### src/hdl/mtdf_pkg.sv
package mtdf_pkg;

    // Time inputs are taken in their low TIME_BITS bits (16..31).
    localparam int TIME_BITS = 31;

    localparam int ROUND_MS = 500;

    // Widths below are upper bounds for any TIME_BITS up to 31.
    localparam int X_W  = 32;  // ms + 500
    localparam int TS_W = 22;  // whole seconds
    localparam int MT_W = 16;  // whole minutes
    localparam int HR_W = 10;  // whole hours

    // x / 1000 = (x >> 3) / 125, by reciprocal multiply.
    localparam int K125   = (X_W - 3) + 7;
    localparam int M125_W = 30;
    localparam longint unsigned R125 = ((64'd1 << K125) + 64'd124) / 64'd125;
    localparam int P1_W   = (X_W - 3) + M125_W;

    // seconds / 60 = (s >> 2) / 15
    localparam int K15S   = (TS_W - 2) + 4;
    localparam int M15S_W = 21;
    localparam longint unsigned R15S = ((64'd1 << K15S) + 64'd14) / 64'd15;
    localparam int P2_W   = (TS_W - 2) + M15S_W;

    // minutes / 60 = (m >> 2) / 15
    localparam int K15M   = (MT_W - 2) + 4;
    localparam int M15M_W = 15;
    localparam longint unsigned R15M = ((64'd1 << K15M) + 64'd14) / 64'd15;
    localparam int P3_W   = (MT_W - 2) + M15M_W;

    // hours / 100 for hours below 1024: (h * 41) >> 12
    localparam int H100_W = HR_W + 6;

    localparam logic OP_REPORT   = 1'b0;
    localparam logic OP_FORCED   = 1'b1;
    localparam logic EV_DURATION = 1'b0;
    localparam logic EV_ELAPSED  = 1'b1;

    localparam logic [7:0] CHAR_ZERO  = 8'h30;
    localparam logic [7:0] CHAR_COLON = 8'h3A;

    localparam int Q_DEPTH = 4;
    localparam int Q_AW    = $clog2(Q_DEPTH);

    typedef enum logic [1:0] {
        HW_NONE,
        HW_ONE,
        HW_TWO
    } t_hour_w;

    typedef struct packed {
        logic [3:0] h1;
        logic [3:0] h0;
        logic [3:0] m1;
        logic [3:0] m0;
        logic [3:0] s1;
        logic [3:0] s0;
    } t_digits;

    typedef struct packed {
        logic    emit_dur;
        logic    emit_el;
        t_hour_w hour_w;
        logic    min_two;
        t_digits dur;
        t_digits el;
    } t_fmt_entry;

    // Two decimal digits of a value below 100: {tens, ones}.
    function automatic logic [7:0] split10(input logic [6:0] v);
        logic [14:0] p;
        logic [3:0]  t;
        logic [6:0]  o;
        p = 15'(v) * 15'd205;
        t = p[14:11];
        o = v - 7'(t) * 7'd10;
        return {t, o[3:0]};
    endfunction

endpackage

### src/hdl/mtdf_queue.sv
module mtdf_queue import mtdf_pkg::*; (
    input  logic       i_clk,
    input  logic       i_rst_n,
    input  logic       i_push,
    input  t_fmt_entry i_data,
    output logic       o_full,
    input  logic       i_pop,
    output t_fmt_entry o_data,
    output logic       o_valid
);

    t_fmt_entry      r_mem [Q_DEPTH];
    logic [Q_AW-1:0] r_wp, r_rp;
    logic [Q_AW:0]   r_cnt;

    assign o_full  = (r_cnt == (Q_AW+1)'(Q_DEPTH));
    assign o_valid = (r_cnt != '0);
    assign o_data  = r_mem[r_rp];

    always_ff @(posedge i_clk) begin
        if (!i_rst_n) begin
            r_wp  <= '0;
            r_rp  <= '0;
            r_cnt <= '0;
        end else begin
            if (i_push) begin
                r_wp <= r_wp + 1'b1;
            end
            if (i_pop) begin
                r_rp <= r_rp + 1'b1;
            end
            unique case ({i_push, i_pop})
                2'b10:   r_cnt <= r_cnt + 1'b1;
                2'b01:   r_cnt <= r_cnt - 1'b1;
                default: r_cnt <= r_cnt;
            endcase
        end
    end

    always_ff @(posedge i_clk) begin
        if (i_push) begin
            r_mem[r_wp] <= i_data;
        end
    end

endmodule

### config.mk
export PLATFORM = sky130hd
export DESIGN_NAME = mtdf_queue
export DESIGN_NICKNAME = d
export VERILOG_FILES = /design/src/hdl/mtdf_pkg.sv /design/src/hdl/mtdf_queue.sv
export SDC_FILE = /design/constraint.sdc
export NUM_CORES = 1
export LEC_CHECK = 0
export BUFFER_PORTS_ARGS = -buffer_cell sky130_fd_sc_hd__buf_2
export CAP_MARGIN = 0
export CORE_UTILIZATION = 40
export CTS_CLUSTER_DIAMETER = 200
export DETAILED_ROUTE_END_ITERATION = 16
export GPL_ROUTABILITY_DRIVEN = 1
export GPL_TIMING_DRIVEN = 0
export HOLD_SLACK_MARGIN = 0.15
export PLACE_DENSITY = 0.72
export SLEW_MARGIN = 20
export SYNTH_ARGS = -nofsm -noshare
export SYNTH_HDL_FRONTEND = slang
export SYNTH_SLANG_ARGS = --single-unit
### constraint.sdc
create_clock -name i_clk -period 2.12 [get_ports i_clk]
set_input_delay 0.212 -clock i_clk [delete_from_list [all_inputs] [get_ports i_clk]]
set_output_delay 0.212 -clock i_clk [all_outputs]
set_load 0.005 [all_outputs]
### Word level (Yosys, flattened, before mapping)

Memories as Yosys holds them, arrays and structs flattened. A register that Yosys moved wholly into a read port is not among the register bits.
Cells that the tools add are included.

* bits in registers: 7
* RAM bits: 212
* input bits: 57
* output and inout bits: 55
* word-level logic and storage cells: 18
* memories: 1

* add/sub/neg operators: 4
* equality and inequality tests: 3
* muxes and demuxes: 5
* reduce and logical (&&, ||, !) cells: 2

Memories
* r_mem: depth 4, bits a word 53, rd ports 1, clocked after Yosys merged registers in 1, write ports 1, RTL line mtdf_queue.sv:12 `t_fmt_entry r_mem [Q_DEPTH];`

Operator list (count)
* $pmux W3 S2: 1
* $add A2 B1 Y2 const B: 2
* $mux W2: 2
* $add A3 B1 Y3 const B: 1
* $eq A3 B3 Y1 const B: 1
* $reduce_bool A3 Y1: 1
* $sub A3 B1 Y3 const B: 1
* $eq A2 B1 Y1 const B: 1
* $eq A2 B2 Y1 const B: 1
* $mux W1: 2
* $reduce_bool A2 Y1: 1

### Longest topological paths before layout

Gate-level depths: netlist of run 1.

* depth in word-level cells: 3
* gate-level depth with buffers: 6
* depth with buffers taken out: 6

### Least setup slack after synthesis of run 1

Ideal clock, no wire load.

* kind: flip-flop to flip-flop
* start point: register r_wp[0]
* end point: memory r_mem[2][0] (netlist name), enable pin
* setup time: 0.416 ns
* arrival: 1.800 ns
* data required time: 1.704 ns
* setup slack: -0.096 ns
* cell stages (with the launch flop): 4
* buffers on the path: 0
* period minus slack after synthesis: 2.216 ns
* cell sequence: dfxtp_1 > inv_1 > ha_1 > and2_1

RTL lines
* start, declared: RTL line mtdf_queue.sv:13 `logic [Q_AW-1:0] r_wp, r_rp;`
* start signal, assigned: RTL line mtdf_queue.sv:27 `r_wp <= r_wp + 1'b1;`
* end, declared: RTL line mtdf_queue.sv:12

No word-level cell before the write port.

==> summary.md, run 1 <==
| Metric | Value |
|---|---|
| Mapped cell area | `8150 um^2` |
| F_max | `487 MHz` |
| CTS tree | `built` |
| P per Cell Area | `932 nW/um^2` |
| CP Class | `reg -> out` |
| Worst-margin pin slew | `0.451 ns` |
| GP Congestion | `0.670` |
| Fin crit period | `2.05 ns` |
| Cell Chain, Critical Path | `buf_12 -> buf_12 -> mux4_2 -> buf_2` |
| Cell accounting for the most synthesized area | `edfxtp_1` |
| Leak Pwr | `0.00361 uW` |
| Sequential Power Share | `51.9%` |
| Cells after synthesis | `319` |
| First-pass DRT Iterations | `4` |
| Crit-path most repeated cell | `buf_12` |
| Met1 Track Usage GR | `18.2%` |
| Post-DP HPWL | `8650 um` |
| Port-buffer cells | `111` |
| Root buffer cell | `clkbuf_16` |
| Avg WL per Cell | `18.2 um` |
| Synth warn | `0` |
| Worst Path Required | `1.91 ns` |
| Cts bufs inserted | `23` |
| FP Rows | `51` |
| CTS clk-pin slew, worst paths | `0.06 ns` |
| First-pass GRT wire length | `22500 um` |
| Largest cells by area after synthesis | `edfxtp_1, mux4_2, dfxtp_1` |
| Peak supply drop | `0.699 mV` |
| Die area | `21000 um^2` |
| Setup Skew | `0.00532 ns` |
| Final ANT Viol Nets | `0` |
| Initial antenna violation count | `0` |
| Critical Path AT | `1.84 ns` |
| Global routing's busiest layer | `met2` |
| # IOs | `112` |
| Clk_lat worst skew | `0.50 ns` |
| Final hold violation count | `0` |
| Setup TNS | `0 ns` |
| Max clock buf depth | `3` |
| CP endpoint kind | `primary output` |
| Critical path fanouts, max | `10` |
| Core Box Area | `19700 um^2` |
| R2r setup slk | `0.48 ns` |
| CP peak stage delay | `0.53 ns` |
| Share of cells above drive strength 1 | `41.0%` |
| Initial core utilization | `41.4%` |
| Largest net degree at the start of global routing | `31` |
| Internal Power | `7710 uW` |
| Yosys top cell area share | `78.1%` |
| Vias | `3865` |
| H-tree level count | `1` |
| Initial DRC Count | `142` |
| Post-Route WL | `14600 um` |
| Ratio of final minimum period to clock period | `96.8%` |
| Final max-slew violation count | `0` |
| P_sw | `2060 uW` |
| FF-to-FF Start | `r_wp[0]` |
| Overall power | `9760 uW` |
| Clock Power Share | `37.7%` |
| Post-Syn Area per Cell | `25.6 um^2` |
| Buf/Inv on CP | `3` |
| Final setup fails | `0` |
| Fin nets | `581` |
| Switching part of the total | `21.1%` |
| Antenna Cells | `0` |
| Met2 global-route usage | `25.3%` |
| GRT overflow | `0` |
| CP startpoint kind | `register` |
| Clock sink total | `221` |
| Top Family by Delay on Critical Path | `multiplexers` |
| GR met3 Demand/Resource | `2.93%` |
| Max-slew headroom | `69.9%` |
| Die width | `145 um` |
| Net count after synthesis | `382` |
| Slack of the critical path | `0.0676 ns` |
| Yosys cell types | `21` |
| DR vias/cell | `4.84` |
| Max-cap violation count | `0` |
| Worst hold path class | `in -> reg` |
| CP max-delay cell | `mux4_2` |
| Vias in the first global route | `4182` |
| Worst hold start | `i_data[40]` |
| Post-placement setup slack | `0.285 ns` |
| Aggregate global-route resource usage | `14.4%` |
| Die Ht | `145 um` |
| # DRC | `0` |
| Status | `complete, no violations` |
| Comb power frac | `10.3%` |
| Register area share after synthesis | `80.3%` |
| Synth-to-Final Area Change | `28.4%` |
| Flops & latches, synth | `221` |
[placed cells by master (no fill, tap or decap), types with 2 or more instances in the layout]
cell and instances:
edfxtp_1 212, clkbuf_8 4, clkbuf_1 5, clkinv_2 4, dfxtp_1 7, clkinv_1 2
nor2b_1 2, mux4_1 3, buf_2 116, dlygate4sd3_1 57, buf_12 10, clkinvlp_4 2
and2_1 5, or3_1 2, and2_4 4, mux4_2 50, xor2_1 2, xnor2_1 3
ha_1 5, clkbuf_16 25, mux2i_1 2, inv_1 3
[path summary, 6_finish.rpt]
kind | endpoint | depth (start not counted)
setup / recovery | o_data[27] | 4
setup reg to reg | r_mem[3][4] | 3
hold reg to reg | r_cnt[2] | 2
hold / removal | r_mem[2][40] | 2
[registers in the layout (all words and copies together) (netlist names), named ones only]
| name | flops |
|---|---|
| r_rp | 2 |
| r_cnt | 3 |
| r_wp | 2 |
| r_mem | 212 |
[cells in the mapped netlist]
cell type / count
edfxtp_1: 212
mux4_2: 50
and2_1: 9
dfxtp_1: 9
buf_12: 5
buf_2: 5
ha_1: 5
inv_1: 3
mux4_1: 3
xnor2_1: 3
mux2i_1: 2
nor2b_1: 2
or3_1: 2
xor2_1: 2
a21boi_0: 1
buf_6: 1
clkbuf_1: 1
fa_1: 1
nand2_1: 1
nor3b_1: 1
o21ai_0: 1
[cells by family after synthesis]
group,Yosys count,share of synthesized area [%]
compound gates,2,0.153
xor+xnor,5,0.537
fa+ha+maj,6,1.01
buf+inv,15,1.86
flops,221,80.3
mux,55,15.0
simple gates,15,1.14
[what timing repair did]
action / CTS / global route
pin swaps: 0 / 0
cloned: 0 / 2
buffers inserted: 0 / 1
endpoints found under the setup margin: 50 / 50
hold buffers: 57 / 0
hold endpoints to repair: 221 / 0
gates resized for setup: 2 / 3
[routing by layer]
metal	part of all wire (%)	wire length (um)	vias to the layer above
met5	0	0	-
met4	2.1	305	0
met3	4.0	584	27
met2	51	7370	88
met1	43	6320	1988
li1	-	-	1762
[final cells by class]
type | count | area [um^2]
inverter | 3 | 11.3
clock inverter | 9 | 51.3
sequential | 221 | 6550
buffer | 11 | 145
fill | 1519 | 9250
clock buffer | 32 | 649
tap | 265 | 332
multi-input combinational | 83 | 1470
timing repair buffer | 175 | 1260
[power groups by stage]
| stage | sequential, uW | clock [uW] | combinational (uW) |
|---|---|---|---|
| 3_5_place_dp | 5160 | 0 | 928 |
| 4_1_cts | 5070 | 3790 | 1010 |
| 5_1_grt | 5090 | 3970 | 1100 |
| 2_1_floorplan | 5140 | 0 | 526 |
| 3_3_place_gp | 5150 | 0 | 881 |
| 6_report | 5070 | 3680 | 1010 |
[through the flow]
stage          cells  hold slack [ns]  instance area [um^2]  utilization (%)
4_1_cts          796            0.443                 10400             52.8
3_5_place_dp     699            0.429                  9130             46.3
3_3_place_gp     695            0.422                  9050             45.9
5_1_grt          799            0.439                 10500             53.1
6_report         799            0.458                 10500             53.1
2_1_floorplan    319            0.311                  8160                -
(Power assumes the default switching activity.)
==> run 2, diff against run 1 <==
==> constraint.sdc (replaced) <==
create_clock -name i_clk -period 2.12 [get_ports i_clk]
set_input_delay 0.106 -clock i_clk [delete_from_list [all_inputs] [get_ports i_clk]]
set_output_delay 0.106 -clock i_clk [all_outputs]
set_load 0.005 [all_outputs]
==> summary.md, run 2 (synthesis results as in run 1) <==
| Metric | Value |
|---|---|
| Status | `complete, no violations` |
| Commonest non-fill, non-tap cell in the layout | `edfxtp_1` |
| Register Area | `6550 um^2` |
| Setup Skew | `0.00556 ns` |
| Hold slack | `0.355 ns` |
| Final ANT Viol Nets | `0` |
| Leak Pwr | `0.00358 uW` |
| Filler cell count | `1528` |
| Comb power frac | `10.1%` |
| GRT overflow | `0` |
| Largest register by flop count | `r_mem` |
| Area of the multi-input gates | `1470 um^2` |
| First-pass GRT wire length | `22500 um` |
| Internal Power | `7680 uW` |
| Clock sink total | `221` |
| Largest net degree at the start of global routing | `31` |
| CTS tree | `built` |
| Die area | `21000 um^2` |
| Avg WL per Cell | `18.2 um` |
| Max reg flops | `212` |
| Core Box Area | `19700 um^2` |
| Fin nets | `578` |
| Share of cells above drive strength 1 | `40.5%` |
| Root buffer cell | `clkbuf_16` |
| # IOs | `112` |
| Top flop regs | `r_mem: 212 flops, r_cnt: 3 flops` |
| Cts bufs inserted | `23` |
| Most frequent cells in the layout | `edfxtp_1, buf_2, dlygate4sd3_1` |
| Aggregate global-route resource usage | `14.4%` |
| Die width | `145 um` |
| Synth-to-Final Area Change | `27.5%` |
| Max-cap violation count | `0` |
| Clock Power Share | `37.8%` |
| Sequential Power Share | `52.1%` |
| Initial core utilization | `41.4%` |
| Final hold violation count | `0` |
| CP startpoint kind | `register` |
| Max clock buf depth | `3` |
| Post-Route WL | `14500 um` |
| Die Ht | `145 um` |
| Fin crit period | `1.98 ns` |
| Top Family by Delay on Critical Path | `multiplexers` |
| Worst-margin pin slew | `0.453 ns` |
| CP endpoint kind | `primary output` |
| Ratio of final minimum period to clock period | `93.4%` |
| Cell Chain, Critical Path | `buf_6 -> buf_12 -> mux4_2 -> buf_2` |
| Initial antenna violation count | `0` |
| Critical Path AT | `1.87 ns` |
| Worst hold path class | `in -> reg` |
| Vias in the first global route | `4182` |
| Final setup fails | `0` |
| DR vias/cell | `4.84` |
| Final max-slew violation count | `0` |
| CP max-delay cell | `mux4_2` |
| Clk_lat worst skew | `0.50 ns` |
| F_max | `505 MHz` |
| Worst Path Required | `2.01 ns` |
| Post-DP HPWL | `8650 um` |
| FP Rows | `51` |
| Vias | `3853` |
| CP Class | `reg -> out` |
| P per Cell Area | `935 nW/um^2` |
| Slack of the critical path | `0.141 ns` |
| Antenna Cells | `0` |
| Peak supply drop | `0.698 mV` |
| RSZ-0062 raised after global routing | `false` |
| First-pass DRT Iterations | `4` |
| # DRC | `0` |
| Switching part of the total | `21.0%` |
| Port-buffer cells | `111` |
| Critical path fanouts, max | `10` |
| CTS clk-pin slew, worst paths | `0.06 ns` |
| Initial DRC Count | `146` |
| Max-slew headroom | `69.8%` |
| CP peak stage delay | `0.53 ns` |
| Post-placement setup slack | `0.391 ns` |
| P_sw | `2040 uW` |
| H-tree level count | `1` |
| GP Congestion | `0.670` |
| Post-CTS Setup Bufs | `0` |
| Buf/Inv on CP | `3` |
-- run 2: cell count changes in the layout (fill, tap and decap cells not counted), sizes merged --
cell | before | now
buf | 127 | 126
clkbuf | 34 | 32
-- run 2: repair_timing --
action,in CTS,in global routing
hold buffers,57,0
endpoints found under the setup margin,50,50
resized for setup,0,1
hold endpoints to repair,221,0
-- run 2: worst register-to-register path, stage by stage (launching register included) --
cell and delay [ns]:
dfxtp_1 0.40, ha_1 0.19, and2_4 0.44, buf_12 0.28
-- run 2: final timing paths --
kind | start | to | slack (ns) | depth (start not counted)
worst max-delay path | register | o_data[17] | 0.14 | 4
worst min-delay path | i_data[40] | r_mem[2][40] | 0.35 | 2
worst max register to register | r_wp[0] | r_mem[3][4] | 0.48 | 3
worst min register to register | r_cnt[2] | r_cnt[2] | 0.57 | 2
-- run 2: routing by layer --
| metal | part of all wire, % | global-route usage, % |
|---|---|---|
| met5 | 0 | 0 |
| met2 | 51 | 25.3 |
| met1 | 43 | 18.2 |
| met4 | 2.1 | 3.93 |
| met3 | 4.2 | 2.93 |
-- run 2: final cells by class --
| class | instances | share of cell area, % |
|---|---|---|
| Timing Repair Buffer | 172 | 11.6 |
| Sequential cell | 221 | 63.0 |
| Buffer | 11 | 1.31 |
| Tap cell | 265 | 3.19 |
| Inverter | 3 | 0.108 |
| Clock buffer | 32 | 6.24 |
| Multi-Input combinational cell | 83 | 14.1 |
| Clock inverter | 9 | 0.493 |
-- run 2: power groups by stage --
stage,logic [uW],registers (uW),clock network [uW]
final,980,5070,3680
after global routing,1080,5090,3970
after CTS,1010,5070,3790
after detailed placement,928,5160,0
after global placement,881,5150,0
after floorplan,526,5140,0
-- run 2: stage by stage --
step | area, um^2 | cells | TNS (ns) | utilization, % | total power (uW)
final | 10400 | 796 | 0 | 52.7 | 9730
after global routing | 10400 | 796 | 0 | 52.7 | 10100
after CTS | 10400 | 796 | 0 | 52.7 | 9870
after detailed placement | 9130 | 699 | 0 | 46.3 | 6080
after global placement | 9050 | 695 | -11.71 | 45.9 | 6030
after floorplan | 8160 | 319 | 0 | - | 5670
