--- src/hdl/mtdf_pkg.sv ---
package mtdf_pkg;

    // Time inputs are taken in their low TIME_BITS bits (16..31).
    localparam int TIME_BITS = 31;

    localparam int ROUND_MS = 500;

    // Widths below are upper bounds for any TIME_BITS up to 31.
    localparam int X_W  = 32;  // ms + 500
    localparam int TS_W = 22;  // whole seconds
    localparam int MT_W = 16;  // whole minutes
    localparam int HR_W = 10;  // whole hours

    // x / 1000 = (x >> 3) / 125, by reciprocal multiply.
    localparam int K125   = (X_W - 3) + 7;
    localparam int M125_W = 30;
    localparam longint unsigned R125 = ((64'd1 << K125) + 64'd124) / 64'd125;
    localparam int P1_W   = (X_W - 3) + M125_W;

    // seconds / 60 = (s >> 2) / 15
    localparam int K15S   = (TS_W - 2) + 4;
    localparam int M15S_W = 21;
    localparam longint unsigned R15S = ((64'd1 << K15S) + 64'd14) / 64'd15;
    localparam int P2_W   = (TS_W - 2) + M15S_W;

    // minutes / 60 = (m >> 2) / 15
    localparam int K15M   = (MT_W - 2) + 4;
    localparam int M15M_W = 15;
    localparam longint unsigned R15M = ((64'd1 << K15M) + 64'd14) / 64'd15;
    localparam int P3_W   = (MT_W - 2) + M15M_W;

    // hours / 100 for hours below 1024: (h * 41) >> 12
    localparam int H100_W = HR_W + 6;

    localparam logic OP_REPORT   = 1'b0;
    localparam logic OP_FORCED   = 1'b1;
    localparam logic EV_DURATION = 1'b0;
    localparam logic EV_ELAPSED  = 1'b1;

    localparam logic [7:0] CHAR_ZERO  = 8'h30;
    localparam logic [7:0] CHAR_COLON = 8'h3A;

    localparam int Q_DEPTH = 4;
    localparam int Q_AW    = $clog2(Q_DEPTH);

    typedef enum logic [1:0] {
        HW_NONE,
        HW_ONE,
        HW_TWO
    } t_hour_w;

    typedef struct packed {
        logic [3:0] h1;
        logic [3:0] h0;
        logic [3:0] m1;
        logic [3:0] m0;
        logic [3:0] s1;
        logic [3:0] s0;
    } t_digits;

    typedef struct packed {
        logic    emit_dur;
        logic    emit_el;
        t_hour_w hour_w;
        logic    min_two;
        t_digits dur;
        t_digits el;
    } t_fmt_entry;

    // Two decimal digits of a value below 100: {tens, ones}.
    function automatic logic [7:0] split10(input logic [6:0] v);
        logic [14:0] p;
        logic [3:0]  t;
        logic [6:0]  o;
        p = 15'(v) * 15'd205;
        t = p[14:11];
        o = v - 7'(t) * 7'd10;
        return {t, o[3:0]};
    endfunction

endpackage

--- src/hdl/mtdf_if.sv ---


interface mtdf_out_if import mtdf_pkg::*; ();
    logic       valid;
    logic       ready;
    logic       event_kind;
    logic [7:0] character;
    logic       string_end;
    logic       item_end;

    modport source (output valid, output event_kind, output character,
                    output string_end, output item_end, input ready);
    modport sink   (input valid, input event_kind, input character,
                    input string_end, input item_end, output ready);
endinterface

--- src/hdl/mtdf_back.sv ---
module mtdf_back import mtdf_pkg::*; (
    input  logic       i_clk,
    input  logic       i_rst_n,
    input  t_fmt_entry i_entry,
    input  logic       i_valid,
    output logic       o_pop,
    mtdf_out_if.source o_out
);

    // character slots of the widest layout H1 H0 : M1 M0 : S1 S0
    localparam logic [2:0] SL_H1 = 3'd0;
    localparam logic [2:0] SL_H0 = 3'd1;
    localparam logic [2:0] SL_C1 = 3'd2;
    localparam logic [2:0] SL_M1 = 3'd3;
    localparam logic [2:0] SL_M0 = 3'd4;
    localparam logic [2:0] SL_C2 = 3'd5;
    localparam logic [2:0] SL_S1 = 3'd6;
    localparam logic [2:0] SL_S0 = 3'd7;

    logic       r_busy;
    logic       r_str;
    logic [2:0] r_slot;

    logic       r_o_valid;
    logic       r_kind;
    logic [7:0] r_char;
    logic       r_send;
    logic       r_iend;

    logic       load, fire, last_slot, item_last;
    logic       cur_str;
    logic [2:0] start, cur_slot;
    t_digits    dg;
    logic [7:0] ch;

    always_comb begin
        unique case (i_entry.hour_w)
            HW_TWO:  start = SL_H1;
            HW_ONE:  start = SL_H0;
            HW_NONE: start = i_entry.min_two ? SL_M1 : SL_M0;
            default: start = SL_M0;
        endcase
    end

    assign cur_str  = r_busy ? r_str  : (i_entry.emit_dur ? EV_DURATION : EV_ELAPSED);
    assign cur_slot = r_busy ? r_slot : start;
    assign dg       = (cur_str == EV_ELAPSED) ? i_entry.el : i_entry.dur;

    always_comb begin
        unique case (cur_slot)
            SL_H1: ch = CHAR_ZERO + {4'd0, dg.h1};
            SL_H0: ch = CHAR_ZERO + {4'd0, dg.h0};
            SL_C1: ch = CHAR_COLON;
            SL_M1: ch = CHAR_ZERO + {4'd0, dg.m1};
            SL_M0: ch = CHAR_ZERO + {4'd0, dg.m0};
            SL_C2: ch = CHAR_COLON;
            SL_S1: ch = CHAR_ZERO + {4'd0, dg.s1};
            SL_S0: ch = CHAR_ZERO + {4'd0, dg.s0};
        endcase
    end

    assign load      = !r_o_valid || o_out.ready;
    assign fire      = i_valid && load;
    assign last_slot = (cur_slot == SL_S0);
    assign item_last = last_slot && ((cur_str == EV_ELAPSED) || !i_entry.emit_el);
    assign o_pop     = fire && item_last;

    always_ff @(posedge i_clk) begin
        if (!i_rst_n) begin
            r_o_valid <= 1'b0;
            r_busy    <= 1'b0;
        end else begin
            if (load) begin
                r_o_valid <= fire;
            end
            if (fire) begin
                if (item_last) begin
                    r_busy <= 1'b0;
                end else begin
                    r_busy <= 1'b1;
                end
            end
        end
    end

    always_ff @(posedge i_clk) begin
        if (fire) begin
            // duration string done: elapsed string reuses the same layout
            if (last_slot) begin
                r_str  <= EV_ELAPSED;
                r_slot <= start;
            end else begin
                r_str  <= cur_str;
                r_slot <= cur_slot + 3'd1;
            end
            r_kind <= cur_str;
            r_char <= ch;
            r_send <= last_slot;
            r_iend <= item_last;
        end
    end

    assign o_out.valid      = r_o_valid;
    assign o_out.event_kind = r_kind;
    assign o_out.character  = r_char;
    assign o_out.string_end = r_send;
    assign o_out.item_end   = r_iend;

endmodule
--- src/flat_wrapper.sv ---
// flat-port wrapper written by rule: the top's interface ports become plain ports
module mtdf_back_flat import mtdf_pkg::*;
  (i_clk, i_rst_n, i_entry, i_valid, o_pop, o_out_valid, o_out_event_kind, o_out_character, o_out_string_end, o_out_item_end, o_out_ready);
  mtdf_out_if o_out_i ();
  input  logic i_clk;
  input  logic i_rst_n;
  input  t_fmt_entry i_entry;
  input  logic i_valid;
  output logic o_pop;
  output wire logic [$bits(o_out_i.valid)-1:0] o_out_valid;
  output wire logic [$bits(o_out_i.event_kind)-1:0] o_out_event_kind;
  output wire logic [$bits(o_out_i.character)-1:0] o_out_character;
  output wire logic [$bits(o_out_i.string_end)-1:0] o_out_string_end;
  output wire logic [$bits(o_out_i.item_end)-1:0] o_out_item_end;
  input wire logic [$bits(o_out_i.ready)-1:0] o_out_ready;
  assign o_out_valid = o_out_i.valid;
  assign o_out_event_kind = o_out_i.event_kind;
  assign o_out_character = o_out_i.character;
  assign o_out_string_end = o_out_i.string_end;
  assign o_out_item_end = o_out_i.item_end;
  assign o_out_i.ready = o_out_ready;
  mtdf_back u_core (.i_clk(i_clk), .i_rst_n(i_rst_n), .i_entry(i_entry), .i_valid(i_valid), .o_pop(o_pop), .o_out(o_out_i));
endmodule
--- config.mk ---
export PLATFORM = sky130hd
export DESIGN_NAME = mtdf_back_flat
export DESIGN_NICKNAME = d
export VERILOG_FILES = /design/src/hdl/mtdf_pkg.sv /design/src/hdl/mtdf_if.sv /design/src/hdl/mtdf_back.sv /design/src/flat_wrapper.sv
export SDC_FILE = /design/constraint.sdc
export NUM_CORES = 1
export LEC_CHECK = 0
export BUFFER_PORTS_ARGS = -buffer_cell sky130_fd_sc_hd__buf_4
export CAP_MARGIN = 30
export CELL_PAD_IN_SITES_DETAIL_PLACEMENT = 0
export CELL_PAD_IN_SITES_GLOBAL_PLACEMENT = 1
export CORE_ASPECT_RATIO = 1.75
export CORE_MARGIN = 2
export CORE_UTILIZATION = 32
export CTS_CLUSTER_DIAMETER = 40
export DETAILED_ROUTE_END_ITERATION = 8
export GPL_ROUTABILITY_DRIVEN = 0
export PLACE_DENSITY_LB_ADDON = 0.1
export SLEW_MARGIN = 20
export SYNTH_ARGS = -nofsm -noshare
export SYNTH_HDL_FRONTEND = slang
export SYNTH_SLANG_ARGS = --single-unit
--- constraint.sdc ---
create_clock -name i_clk -period 5.06 [get_ports i_clk]
set_clock_uncertainty 0.15 [all_clocks]
set_input_delay 0.253 -clock i_clk [delete_from_list [all_inputs] [get_ports i_clk]]
set_output_delay 0.253 -clock i_clk [all_outputs]
set_load 0.05 [all_outputs]
Yosys cells after proc, flatten, opt, wreduce, memory -nomap -nowiden. Cells that the tools add are included.

Add/subtract/negate cells: 7. $mul: 0. Divide/modulo/power cells: 0. Order comparisons: 0. Eq/ne operators: 9. Shifts and indexed selects: 0. Multiplexer cells: 9. Bitwise operators: 0. Reduce and logical (&&, ||, !) cells: 10.

Operator list (number): $pmux 8 s7 (1); $add 6x4->7 const A (6); $mux 24 (1); $eq 3x3->1 const B (4); $mux 3 (3); $pmux 3 s3 (1); $eq 3x2->1 const B (2); $add 3x1->3 const B (1); $eq 3x1->1 const B (1); $logic_and 1x1->1 (3); $logic_not 3->1 (1); $mux 1 (3); $eq 2x1->1 const B (1); $eq 2x2->1 const B (1); $logic_not 1->1 (2); $logic_not 2->1 (1); $logic_or 1x1->1 (2); $reduce_or 2->1 (1).

Register bits after elaboration: 17. Latch bits: 0. Memory bits (writable): 0. Bits in read-only memories: 0. Bits of input ports: 57. Logic and storage cells: 43. Memories kept: 0.

Logic depth before layout (Yosys ltp).
Depth in word-level cells: 6. Gate-level depth with buffers: 11.

Least setup slack after synthesis. Ideal clock, no wire load.

Kind: register to register. Start point: register u_core.r_busy. End point: register u_core.r_char[2], in the netlist u_core.o_out.character[2], data pin. Library setup time: 0.272 ns. Arrival time: 2.128 ns. Required time: 4.638 ns. Path slack: 2.510 ns. Cell stages (with the launch flop): 9. Buffers on the path: 2. Cells stage by stage: dfxtp_1 -> buf_6 -> o31ai_1 -> ha_1 -> ha_1 -> buf_1 -> a2111o_1 -> a21oi_1 -> or4_1.

Cells in the longest elaborated chain, start to end: 4.

RTL lines: start: declaration (line mtdf_back.sv:20) `logic r_busy;`; start signal: assignment (line mtdf_back.sv:71) `r_busy <= 1'b0;`; start signal: assignment (line mtdf_back.sv:78) `r_busy <= 1'b0;`; start signal: assignment (line mtdf_back.sv:80) `r_busy <= 1'b1;`; $mux 1 or $mux 3 (tied branches) (line mtdf_back.sv:45, mtdf_back.sv:46); $mux 24, or another cell as far along (line mtdf_back.sv:47) `assign dg = (cur_str == EV_ELAPSED) ? i_entry.el : i_entry.dur;`; $add 6x4->7, or another cell as far along (line mtdf_back.sv:58) `SL_S0: ch = CHAR_ZERO + {4'd0, dg.s0};`; $pmux 8 s7 * (line mtdf_back.sv:50) `unique case (cur_slot)`; named net u_core.ch[2] (line mtdf_back.sv:34) `logic [7:0] ch;`; end signal: assignment (line mtdf_back.sv:97) `r_char <= ch;`; end: declaration (line mtdf_back.sv:26) `logic [7:0] r_char;`.

The timed path passes the listed nets; every way through them passes the cells marked *. The select of a mux whose other input is x is not followed. A chain may end at the register's enable or synchronous reset.

Worst setup path in the final report.
Start point: register u_core.r_busy. End point: output port o_pop.

Cells in the longest elaborated chain, start to end: 4.

RTL lines: $mux 3 (line mtdf_back.sv:46) `assign cur_slot = r_busy ? r_slot : start;`; $eq 3x3->1 (line mtdf_back.sv:64) `assign last_slot = (cur_slot == SL_S0);`; named net u_core.last_slot (line mtdf_back.sv:30) `logic load, fire, last_slot, item_last;`; $logic_and 1x1->1 (line mtdf_back.sv:65) `assign item_last = last_slot && ((cur_str == EV_ELAPSED) || !i_entry.emit_el);`; named net u_core.item_last (line mtdf_back.sv:30); $logic_and 1x1->1 (line mtdf_back.sv:66) `assign o_pop = fire && item_last;`; end: declaration (line flat_wrapper.sv:9) `output logic o_pop;`.

The timed path passes the listed nets, and every way through them passes these cells.

==> results.toml <==
[floorplanning]
fp.dieArea_sq_mm = 0.004141
start_util_pct = 32.62
rows = 29
fp.dieH_microns = 83.65
io_pins = 70
core_sq_mm = 0.003556
die_x_microns = 49.51

[sta]
hold_viol = 0
finalCritPeriodShare_pct = 60.84
period_needed_ns = 3.079
slew_headroom_pct = 55.93
finalSetupViolations = 0
final.setup.tns_ns = 0
rsz0062_at_grt = "false"
finalMaxSlewViolations = 0
tightest_slew_ns = 0.6581
clock.fmax_mhz = 324.8

[logic_synthesis]
synth_seq_area_share_pct = 31.93
syn_avg_cell_area_sq_um = 8.922
syn_inst = 130
synth.distinct_cells = 39
synth_area_sq_mm = 0.001160
ys_ff_latch = 13
yosys_warnings = 0

[worst_setup_path]
cp.arrival_ns = 2.68
critPathLaunchType = "register"
end_kind = "output port"
worstPathRequired_ns = 4.66
path_class = "register to output port"
cp_max_fo = 17

[pwr]
seqPwrFrac_pct = 33.7
p_per_area_mw_per_mm2 = 244.3
p_leak_nw = 0.7708
p_int_w = 0.0002679
comb_power_share_pct = 42.9
pwr-share-clk_pct = 23.4
ir_worst_vdd_v = 0.0001674
total_power_w = 0.0004109
switchingPower_w = 0.0001430
p_sw_share_pct = 34.80

[grt]
grt_max_degree = 21
use_met3_pct = 2.867
met2_usage_pct = 32.06
grt_usage_pct = 16.84
grt_pass1_vias = 1195
antenna_found_initial = 0
grt_pass1_wl_mm = 5.444
grt_overflow = 0
busiest_layer = "met2"
use_met1_pct = 17.83

[placed_design]
portBuffers = 65
dpl.hpwl_mm = 2.695

[clocking]
cts_root_buf = "clkbuf_8"
hold_buffers = 0
cts_buffers = 3
htree_levels = 1
clkSinkCount = 13
post_cts_resized = 0
postCtsSetupBuffers = 0
clock_path_buffers = 2
clk_latency_ns = 0.25
path_clk_slew_ns = 0.06
tritoncts = "built"

[detailed_routing]
vias = 1157
drtIter0Drc = 25
wirelength_mm = 3.318
antenna_left = 0
dr.pass1.iters = 4
wire_per_inst_microns = 14.00
viasPerCell = 4.882
drc = 0

[flow_run]
maxCapViolCount = 0

[layout]
n_fill_cell = 382
final_layout_size_suffix_gt1_share_pct = 43.46
fin_nets = 255
area_growth_pct = 44.98
diodes = 0

[run_status]
outcome = "complete, no violations"

[min_path]
hold_path.class = "primary input to register"
[layout make-up]
| type | instances | area (sq um) | area share, % |
|---|---|---|---|
| repair buffers | 65 | 488.0 | 29.02 |
| flip-flops and latches | 13 | 370.4 | 22.02 |
| multi-input cells | 102 | 694.4 | 41.29 |
| clock buffers | 4 | 45.04 | 2.679 |
| inverters | 7 | 26.28 | 1.563 |
| well taps | 46 | 57.56 | 3.423 |
[metal layers]
metal | vias to the layer above | part of all wire [%]
met5 | - | 0
met4 | 0 | 1.4
met1 | 522 | 35
li1 | 593 | -
met2 | 37 | 58
met3 | 5 | 5.5
[logic make-up (layout without fill, tap and decap cells)]
logic type | count (synthesis) | count (layout) | synth area share, %
DFF | 13 | 13 | 31.93
adders and majority gates | 6 | 6 | 6.472
muxes | 11 | 11 | 10.36
buffers and inverters | 17 | 76 | 9.061
other | 2 | 4 | 0.6475
AOI/OAI and AO/OA | 35 | 35 | 21.58
and+or+nand+nor | 46 | 46 | 19.96
[flip-flops by register name, indices dropped and copies added, names as in the netlist]
signal / cells
u_core.r_slot: 3
u_core.o_out.item_end: 1
u_core.o_out.event_kind: 1
u_core.o_out.valid: 1
u_core.o_out.character: 4
u_core.o_out.string_end: 1
u_core.r_str: 1
u_core.r_busy: 1
[worst max-delay path, stage by stage, from the launching register on]
cell and delay, ns:
dfxtp_1 0.40, o31ai_1 0.51, ha_1 0.27, ha_1 0.57
a21boi_0 0.28, and2_1 0.18, buf_4 0.20
[power by group through the flow]
stage / Combinational (W) / Sequential (W) / Clock [W]
2_1_floorplan: 0.0000942 / 0.000166 / 0
3_3_place_gp: 0.000177 / 0.000141 / 0
3_5_place_dp: 0.000178 / 0.000141 / 0
4_1_cts: 0.000179 / 0.000138 / 0.0000991
5_1_grt: 0.000193 / 0.000140 / 0.000105
6_report: 0.000176 / 0.000138 / 0.0000963
[through the flow]
stage / setup slack [ns] / utilization (%) / hold slack [ns] / cells / cell area [sq um]
after floorplan: 2.510 / - / 0.2206 / 132 / 1167
after global placement: 2.252 / 45.95 / 0.3198 / 233 / 1634
after detailed placement: 2.122 / 46.02 / 0.3241 / 233 / 1637
after CTS: 1.948 / 47.29 / 0.06958 / 237 / 1682
after global routing: 1.709 / 47.29 / 0.08073 / 237 / 1682
final: 1.981 / 47.29 / 0.06876 / 237 / 1682
[layout by cell type, fill, tap and decap left out, types with 4 or more instances in the layout]
cell / synthesis / routed
o21ai_0: 6 / 6
nor2_1: 5 / 5
inv_1: 6 / 6
ha_1: 6 / 6
a22oi_1: 4 / 4
a21oi_1: 8 / 8
edfxtp_1: 11 / 11
conb_1: 2 / 4
nand3_1: 8 / 8
nand2_1: 17 / 17
buf_4: 5 / 65
mux2_2: 8 / 8
[Yosys cell counts (all sizes together)]
master | count | share of area [%]
nand2 | 18 | 6.0
edfxtp | 11 | 28
buf | 9 | 6.5
a21oi | 8 | 3.5
mux2 | 8 | 7.8
nand3 | 8 | 3.5
inv | 7 | 2.3
ha | 6 | 6.5
o21ai | 6 | 2.6
nor2 | 5 | 1.6
a22oi | 4 | 2.6
nor2b | 4 | 2.2
a221oi | 3 | 2.3
a31oi | 3 | 1.6
and3 | 3 | 1.6
mux2i | 3 | 2.6
a2111o | 2 | 1.9
and2 | 2 | 1.1
conb | 2 | 0.65
dfxtp | 2 | 3.5
nand2b | 2 | 1.7
o32ai | 2 | 1.5
a2111oi | 1 | 1.3
a21boi | 1 | 0.65
a21o | 1 | 0.65
a222oi | 1 | 0.86
clkbuf | 1 | 0.32
nor3 | 1 | 0.43
o21a | 1 | 0.65
o22a | 1 | 0.86
o31ai | 1 | 0.65
or2 | 1 | 0.54
or2b | 1 | 0.65
or4 | 1 | 0.65
[final timing paths]
kind                                to  cells past startpoint               start  slack, ns
max                              o_pop                      6       u_core.r_busy       1.98
min                 u_core.o_out.valid                      2             i_rst_n       0.07
max reg2reg  u_core.o_out.character[2]                      6       u_core.r_busy       2.12
min reg2reg         u_core.o_out.valid                      2  u_core.o_out.valid       0.50
Power figures use the tool's default switching activity.
